### src/hw/rtl/ibz_pkg.sv
package ibz_pkg;

	// Width of the configuration write data, set by the widest register.
	localparam int CFG_W = 13;

	// Source position and divider word width.
	localparam int DIV_W = 13;
	localparam int DIV_LANES = 4;

	// Divider lane assignment.
	localparam int LANE_COL = 0;
	localparam int LANE_ROW = 1;
	localparam int LANE_WIDTH = 2;
	localparam int LANE_HEIGHT = 3;

	// Largest source image height.
	localparam int MAX_HEIGHT = 4096;

	// Block sum width and the reciprocal used for the block average.
	localparam int SUM_W = 14;
	localparam int RECIP_W = 21;
	localparam int RECIP_SHIFT = 20;
	localparam int PROD_W = SUM_W + RECIP_W;

	typedef logic [DIV_W-1:0] ibz_word_t;

	// Configuration register indexes.
	typedef enum logic [1:0] {
		REG_ZOOM = 2'd0,
		REG_ENLARGE = 2'd1,
		REG_WIDTH = 2'd2,
		REG_HEIGHT = 2'd3
	} ibz_reg_t;

	// Control sequencer states.
	typedef enum logic [1:0] {
		ST_NORM,
		ST_DIV,
		ST_RUN
	} ibz_state_t;

	// Result of the shared divider, all lanes at once.
	typedef struct packed {
		logic done;
		ibz_word_t [DIV_LANES-1:0] quo;
		logic [DIV_LANES-1:0][2:0] rem;
	} ibz_div_res_t;

	// Scaled reciprocal of z*z, rounded up, so that (sum * r) >> RECIP_SHIFT
	// gives the exact truncated quotient for every sum below 2**SUM_W.
	function automatic logic [RECIP_W-1:0] ibz_recip(input logic [3:0] z);
		logic [RECIP_W-1:0] r;
		case (z)
			4'd2: r = 21'd262144;
			4'd3: r = 21'd116509;
			4'd4: r = 21'd65536;
			4'd5: r = 21'd41944;
			4'd6: r = 21'd29128;
			4'd7: r = 21'd21400;
			4'd8: r = 21'd16384;
			default: r = 21'd1048576;
		endcase
		return r;
	endfunction

endpackage

### src/hw/rtl/ibz_div.sv
module ibz_div
	import ibz_pkg::*;
(
	input  logic                             clk,
	input  logic                             arst_n,
	input  logic                             start,
	input  ibz_word_t [DIV_LANES-1:0]        dividend,
	input  logic [3:0]                       divisor,
	output ibz_div_res_t                     res
);

	localparam int CNT_W = $clog2(DIV_W);

	ibz_word_t [DIV_LANES-1:0] dvd_q;
	logic [DIV_LANES-1:0][2:0] rem_q;
	ibz_word_t [DIV_LANES-1:0] dvd_d;
	logic [DIV_LANES-1:0][2:0] rem_d;
	logic [CNT_W-1:0]          cnt_q;
	logic                      busy_q;
	logic                      done_q;

	// One restoring step per lane: shift in the next dividend bit and
	// subtract the divisor where it fits. The quotient bit enters the
	// dividend word from the right.
	always_comb begin
		for (int l = 0; l < DIV_LANES; l++) begin
			logic [3:0] t;
			logic       ge;
			t = {rem_q[l], dvd_q[l][DIV_W-1]};
			ge = (t >= divisor);
			rem_d[l] = ge ? 3'(t - divisor) : 3'(t);
			dvd_d[l] = {dvd_q[l][DIV_W-2:0], ge};
		end
	end

	// Step counter and completion flag.
	always_ff @(posedge clk or negedge arst_n) begin
		if (!arst_n) begin
			busy_q <= 1'b0;
			done_q <= 1'b0;
			cnt_q <= '0;
		end else begin
			done_q <= 1'b0;
			if (start) begin
				busy_q <= 1'b1;
				cnt_q <= CNT_W'(DIV_W - 1);
			end else if (busy_q) begin
				if (cnt_q == '0) begin
					busy_q <= 1'b0;
					done_q <= 1'b1;
				end else begin
					cnt_q <= cnt_q - 1'b1;
				end
			end
		end
	end

	// Working registers of the lanes.
	always_ff @(posedge clk) begin
		if (start) begin
			dvd_q <= dividend;
			rem_q <= '0;
		end else if (busy_q) begin
			dvd_q <= dvd_d;
			rem_q <= rem_d;
		end
	end

	assign res.done = done_q;
	assign res.quo = dvd_q;
	assign res.rem = rem_q;

endmodule

### config.mk
export PLATFORM = sky130hd
export DESIGN_NAME = ibz_div
export DESIGN_NICKNAME = d
export VERILOG_FILES = /design/src/hw/rtl/ibz_pkg.sv /design/src/hw/rtl/ibz_div.sv
export SDC_FILE = /design/constraint.sdc
export NUM_CORES = 1
export LEC_CHECK = 0
export ABC_AREA = 1
export BUFFER_PORTS_ARGS = -buffer_cell sky130_fd_sc_hd__buf_2
export CORE_UTILIZATION = 30
export DETAILED_ROUTE_END_ITERATION = 16
export PLACE_DENSITY = 0.53
export SKIP_LAST_GASP = 1
export SLEW_MARGIN = 20
export SYNTH_ARGS = -nofsm -noshare
export SYNTH_HDL_FRONTEND = slang
export SYNTH_SLANG_ARGS = --single-unit
### constraint.sdc
create_clock -name clk -period 3.2 [get_ports clk]
set_input_delay 0.16 -clock clk [delete_from_list [all_inputs] [get_ports clk]]
set_output_delay 0.16 -clock clk [all_outputs]
set_load 0.02 [all_outputs]
==> results of run 1 <==
[through the flow]
step	worst slack, ns	hold WS, ns	power, µW	cells
final	1.324	0.09323	3374	663
after global routing	1.162	0.09489	3603	663
after CTS	1.241	0.08644	3415	663
after detailed placement	1.054	-0.002258	2402	646
after global placement	1.095	-0.006435	2380	646
after floorplan	1.138	-0.1356	2052	392
[flip-flops by register name, summed over array words and instances (netlist names)]
register / count
busy_q: 1
cnt_q: 4
done_q: 1
res: 64
[worst paths after layout]
path                       slack (ns)   startpoint  endpoint
hold / removal                   0.09  dividend[8]   res[20]
setup reg to reg                 1.32       busy_q   res[38]
setup / recovery                 1.32       busy_q   res[38]
hold reg to reg                  0.48       res[5]    res[5]
min in group asynchronous        0.22       arst_n    done_q
max in group asynchronous        2.82       arst_n  cnt_q[1]
[per-layer routing]
| layer | global-route usage | vias up | wire [µm] |
|---|---|---|---|
| met4 | 0.05905 | 0 | 125 |
| met2 | 0.2385 | 98 | 3914 |
| li1 | - | 1516 | - |
| met1 | 0.1918 | 1327 | 3922 |
| met5 | 0 | - | 0 |
| met3 | 0.03912 | 12 | 594 |
[cell families (layout without fill, tap and decap cells)]
family / after synthesis / in the layout / synth area share
AND/OR/NAND/NOR: 246 / 246 / 0.2764
XOR/XNOR: 4 / 4 / 0.01007
adder cells (fa/ha/maj): 21 / 21 / 0.08420
flip-flops: 70 / 70 / 0.5614
AO/OA/AOI/OAI: 11 / 11 / 0.01763
buffers and inverters: 40 / 171 / 0.05038
[layout by cell type (no fill, tap or decap), drive strengths merged, types with 3 or more instances in the layout]
cell,count
clkbuf,10
buf,128
ha,17
nand2,211
xor2,4
nor2,6
a21oi,6
dfxtp,12
nand3,27
edfxtp,52
dfrtp,6
fa,4
inv,28
a31oi,4
clkinvlp,3
[cells in the mapped netlist]
master                     instances  share of area
sky130_fd_sc_hd__fa_1              4          0.023
sky130_fd_sc_hd__buf_2             5         0.0072
sky130_fd_sc_hd__inv_1            24          0.026
sky130_fd_sc_hd__xor2_1            4          0.010
sky130_fd_sc_hd__nand4_1           1         0.0018
sky130_fd_sc_hd__a21oi_1           6         0.0086
sky130_fd_sc_hd__dfxtp_1          12          0.069
sky130_fd_sc_hd__nor3_1            1         0.0014
sky130_fd_sc_hd__o22ai_1           1         0.0018
sky130_fd_sc_hd__nand3_1          27          0.039
sky130_fd_sc_hd__dfrtp_1           6          0.043
sky130_fd_sc_hd__a31oi_1           4         0.0072
sky130_fd_sc_hd__inv_2             2         0.0022
sky130_fd_sc_hd__clkbuf_1          4         0.0043
sky130_fd_sc_hd__ha_1             17          0.061
sky130_fd_sc_hd__edfxtp_1         52           0.45
sky130_fd_sc_hd__nor2_1            6         0.0065
sky130_fd_sc_hd__nand2_1         211           0.23
sky130_fd_sc_hd__buf_4             5          0.011
[power by group through the flow]
stage / combinational, µW / sequential (µW) / clock, µW
2_1_floorplan: 527 / 1520 / 0
3_3_place_gp: 1020 / 1360 / 0
3_5_place_dp: 1050 / 1350 / 0
4_1_cts: 1050 / 1340 / 1020
5_1_grt: 1170 / 1360 / 1070
6_report: 1040 / 1330 / 1010
[worst max-delay path, cell delays in order (launching register included)]
cell	delay [ns]
sky130_fd_sc_hd__dfrtp_1	0.40
sky130_fd_sc_hd__nor2_1	0.07
sky130_fd_sc_hd__buf_4	0.20
sky130_fd_sc_hd__inv_2	0.59
sky130_fd_sc_hd__buf_4	0.31
[layout make-up]
type                            instances  area share
Clock buffer                           10     0.05047
Clock inverter                          6     0.01544
Inverter                               26     0.02151
Multi-Input combinational cell        282      0.2976
Sequential cell                        70      0.4302
Tap cell                              140     0.03861
Timing Repair Buffer                  129      0.1462
[what timing repair did]
action	in CTS	in global routing
setup buffers	0	0
hold buffers	1	0
hold endpoints to repair	6	0
==> metrics.log, run 1 <==
INFO  metric floorplan.core_area = 11080 µm²
INFO  metric synthesis_to_layout_area_growth = 30.48%
INFO  metric cp-start-kind = flop
INFO  metric cap_viol_max_count = 0
INFO  metric die_height = 109.7 µm
INFO  metric grt_start_max_net_pins = 37
INFO  metric cellPowerDensity = 743.7 nW/µm²
INFO  metric post_route_setup_tns = 0 ns
INFO  metric syn_avg_cell_area = 8.870 µm²
INFO  metric first_global_vias = 2774
INFO  metric placedInstanceArea = 4228 µm²
INFO  metric cts_tree = yes
INFO  metric power.ir.vdd_worst = 0.2315 mV
INFO  metric grt_usage = 0.1490
INFO  metric slew_viol_final = 0
INFO  metric power_frac_seq = 0.395
INFO  metric grt_first_pass_wirelength = 13430 µm
INFO  metric power_frac_comb = 0.307
INFO  metric firstDrtPassIters = 5
INFO  metric worst_slew_margin_rel = 0.4732
INFO  metric timing.critical_path.fanout_max = 36
INFO  metric drt.antenna.violating_nets = 0
INFO  metric max-clock-path-buffers = 2
INFO  metric post_drt_via_cell_ratio = 4.454
INFO  metric synthesis.instances = 392
INFO  metric yosysSeqAreaShare = 0.5614
INFO  metric hold_fails_final_rpt = 0
INFO  metric whs_path_depth = 3
INFO  metric worstMarginPinSlew = 0.7890 ns
INFO  metric vias = 2953
INFO  metric final_period_minus_worst_setup_slack = 1.876 ns
INFO  metric timing.setup.critical_path_class = reg -> reg
INFO  metric finalSetupViolCount = 0
INFO  metric io_pins = 124
INFO  metric ys.warnings.count = 0
INFO  metric numPortBuffers = 123
INFO  metric path_type_of_the_worst_min_delay_path = in -> reg
INFO  metric root_buffer = sky130_fd_sc_hd__clkbuf_16
INFO  metric die_x = 109.7 µm
INFO  metric leakagePower = 0.002421 µW
INFO  metric layout_cells_sized_above_1 = 0.2792
INFO  metric critical_path_arrival = 1.90 ns
INFO  metric layout.nets = 598
INFO  metric cts.reportedPaths.clkPinSlew = 0.07 ns
INFO  metric global_route.overflow_total = 0
INFO  metric net_switching_power_of_the_design = 1197 µW
INFO  metric finalWirelength = 8557 µm
INFO  metric power_switching_share = 0.3548
INFO  metric cp.required = 3.23 ns
INFO  metric cts_made_buffers = 9
INFO  metric fillerInstances = 1173
INFO  metric synth.net_count = 472
INFO  metric synth.cell_area = 3477 µm²
INFO  metric cts_max_level = 3
INFO  metric start_util = 0.3139
INFO  metric cts_resized = 0
INFO  metric multiInputGateArea = 1350 µm²
INFO  metric final_design_area_no_fill = 4537 µm²
INFO  metric fp.dieArea = 12030 µm²
INFO  metric unrepaired_setup_endpoints_after_global_routing = false
INFO  metric drt_iter0_drc = 128
INFO  metric critPathCaptureType = flop
INFO  metric worst_skew_pair.late_latency = 0.33 ns
INFO  metric yosys_register_bits = 70
INFO  metric utilization = 0.4095
INFO  metric max_clock_freq = 533.1 MHz
INFO  metric post-route-drc-count = 0
INFO  metric num_antenna_cells = 0
INFO  metric fin_skew = 0.01184 ns
INFO  metric status = completed
INFO  metric post_synth_num_cell_types = 19
INFO  metric dpl.hpwl = 6272 µm
INFO  metric cts_sinks = 70
INFO  metric place_congestion = 0.7724
INFO  metric routed_wire_length_per_instance = 12.91 µm
INFO  metric final_min_period_over_clock_period = 0.5862
INFO  metric power_frac_clock = 0.298
INFO  metric reg2regPathDepth = 4
INFO  metric floorplan.rows = 38
INFO  metric seq_area = 1952 µm²
INFO  metric intPower = 2177 µW
INFO  metric initial_antenna_violation_count = 0
Power figures use the tool's default switching activity.
==> run 2: changes to the inputs <==
Clock period 3.2 ns to 1.9 ns, I/O delays scaled along.
==> metrics.log, run 2 (synthesized netlist as in run 1, its figures left out) <==
INFO  metric power.ir.vdd_worst = 0.5902 mV
INFO  metric power_frac_seq = 0.404
INFO  metric slew_viol_final = 0
INFO  metric worstSetupStartpoint = res[24]
INFO  metric cap_viol_max_count = 0
INFO  metric grt_first_pass_wirelength = 14040 µm
INFO  metric floorplan.rows = 38
INFO  metric drt_iter0_drc = 97
INFO  metric layout.nets = 602
INFO  metric finalSetupViolCount = 0
INFO  metric layout_cells_sized_above_1 = 0.2846
INFO  metric worst_skew_pair.late_latency = 0.33 ns
INFO  metric post_drt_via_cell_ratio = 4.432
INFO  metric critical-path-max-stage-delay = 0.41 ns
INFO  metric cts_made_buffers = 9
INFO  metric worst_path_max_delay_cell = sky130_fd_sc_hd__fa_1
INFO  metric fp.dieArea = 12030 µm²
INFO  metric power_frac_comb = 0.319
INFO  metric hold_fails_final_rpt = 0
INFO  metric cts_max_level = 3
INFO  metric cp-start-kind = flop
INFO  metric max_clock_freq = 613.5 MHz
INFO  metric worst_r2r_endpoint = res[0]
INFO  metric cp.required = 2.12 ns
INFO  metric first_global_vias = 2836
INFO  metric timing.setup.critical_path_class = reg -> reg
INFO  metric path_type_of_the_worst_min_delay_path = in -> reg
INFO  metric vias = 2956
INFO  metric worstMarginPinSlew = 0.4345 ns
INFO  metric cell_occurring_most_often_along_the_worst_timing_path = sky130_fd_sc_hd__nand2_1
INFO  metric fin_skew = 0.006072 ns
INFO  metric root_buffer = sky130_fd_sc_hd__clkbuf_16
INFO  metric cts-hold-fix-buffers = 1
INFO  metric unrepaired_setup_endpoints_after_global_routing = false
INFO  metric finalWirelength = 8889 µm
INFO  metric start_util = 0.3139
INFO  metric dpl.hpwl = 6525 µm
INFO  metric global_route.overflow_total = 0
INFO  metric cts_resized = 0
INFO  metric grt_start_max_net_pins = 42
INFO  metric final_period_minus_worst_setup_slack = 1.630 ns
INFO  metric reg2regPathDepth = 9
INFO  metric global_route.usage.met2 = 0.2579
INFO  metric largest_register_ffs = 64
INFO  metric cp-endpoint = res[0]
INFO  metric routed_wire_length_per_instance = 13.33 µm
INFO  metric net_switching_power_of_the_design = 1973 µW
INFO  metric leading_cell_type_in_the_layout_fill_and_taps_excluded = sky130_fd_sc_hd__nand2_1
INFO  metric cts_sinks = 70
INFO  metric die_height = 109.7 µm
INFO  metric power_frac_clock = 0.277
INFO  metric grt_usage = 0.1576
INFO  metric cts_tree = yes
INFO  metric power_switching_share = 0.3564
INFO  metric critPathCaptureType = flop
INFO  metric final_min_period_over_clock_period = 0.8579
INFO  metric firstDrtPassIters = 4
INFO  metric initial_antenna_violation_count = 0
INFO  metric fillerInstances = 1163
INFO  metric die_x = 109.7 µm
INFO  metric io_pins = 124
INFO  metric post-cts-setup-buffers = 0
INFO  metric cts.reportedPaths.clkPinSlew = 0.06 ns
INFO  metric synthesis_to_layout_area_growth = 31.02%
INFO  metric intPower = 3563 µW
INFO  metric crit-reg2reg-launch = res[24]
INFO  metric place_congestion = 0.8390
INFO  metric worstPathCellList = inv_1 > ha_1 > fa_1 > nand2_1 > nand2_1 > nand2_1 > nand2_1 > nand3_1 > nand2_1
INFO  metric worst_slew_margin_rel = 0.7099
INFO  metric r2r_slack = 0.27 ns
INFO  metric critical_path_arrival = 1.85 ns
INFO  metric floorplan.core_area = 11080 µm²
INFO  metric utilization = 0.4112
INFO  metric timing.critical_path.fanout_max = 5
INFO  metric use_met1 = 0.1915
INFO  metric status = completed
INFO  metric max-clock-path-buffers = 2
INFO  metric mostFrequentLayoutCells = 211 x sky130_fd_sc_hd__nand2_1, 123 x sky130_fd_sc_hd__buf_2, 52 x sky130_fd_sc_hd__edfxtp_1
INFO  metric post-route-drc-count = 0
INFO  metric numPortBuffers = 123
INFO  metric drt.antenna.violating_nets = 0
INFO  metric leakagePower = 0.002443 µW
INFO  metric use_met3 = 0.05513
INFO  metric global_route.peak_usage_layer = met2
INFO  metric cellPowerDensity = 1215 nW/µm²
INFO  metric post_route_setup_tns = 0 ns
INFO  metric num_antenna_cells = 0
run 2: changes by cell type in the layout (fill, tap and decap cells not counted), sizes merged:
| cell | before | now |
|---|---|---|
| bufinv | 1 | 0 |
| clkinvlp | 3 | 2 |
| clkinv | 0 | 3 |
| buf | 128 | 132 |
| inv | 28 | 25 |
| clkbuf | 10 | 12 |
run 2: stage by stage:
| stage | total power [µW] | hold slack, ns | setup slack (ns) | area, µm² | cells |
|---|---|---|---|---|---|
| finish | 5535 | 0.03241 | 0.2700 | 4556 | 667 |
| global route | 5935 | 0.02428 | 0.1170 | 4556 | 667 |
| CTS | 5618 | 0.01651 | 0.2601 | 4556 | 667 |
| detailed placement | 4047 | -0.06448 | 0.2643 | 4277 | 650 |
| global placement | 4014 | -0.06724 | 0.2839 | 4277 | 650 |
| floorplan | 3456 | -0.2006 | 0.03523 | 3486 | 392 |
run 2: how the worst min path moves through the flow:
stage	startpoint	to	slack, ns	cells past startpoint
2_1_floorplan	arst_n	busy_q	-0.20	0
3_3_place_gp	arst_n	done_q	-0.07	1
3_5_place_dp	arst_n	done_q	-0.06	1
4_1_cts	dividend[35]	res[47]	0.02	3
5_1_grt	dividend[5]	res[17]	0.02	3
6_report	dividend[35]	res[47]	0.03	3
run 2: power groups by stage:
stage               clock [µW]  sequential [µW]  combinational, µW
detailed placement           0             2260               1780
global route              1640             2280               2010
floorplan                    0             2570                890
finish                    1530             2240               1770
global placement             0             2260               1750
CTS                       1590             2240               1790
run 2: area by class of cell:
type / count / area [µm²] / area share
Clock buffer: 12 / 246.5 / 0.05411
Clock inverter: 4 / 22.52 / 0.004944
Inverter: 26 / 101.3 / 0.02225
Multi-Input combinational cell: 282 / 1353 / 0.2969
Sequential cell: 70 / 1952 / 0.4285
Tap cell: 140 / 175.2 / 0.03845
Timing Repair Buffer: 133 / 705.7 / 0.1549
run 2: worst max-delay path, delay by kind of cell (launching register included):
kind                     cells  cell delay [ns]
adder cells (fa/ha/maj)      2             0.61
flip-flops                   1             0.34
buffers and inverters        1             0.06
AND/OR/NAND/NOR              6             0.51
run 2: routing by layer:
metal,share of wire,vias to the layer above
met1,0.46,1327
li1,-,1521
met2,0.46,95
met5,0,-
met3,0.073,13
met4,0.016,0
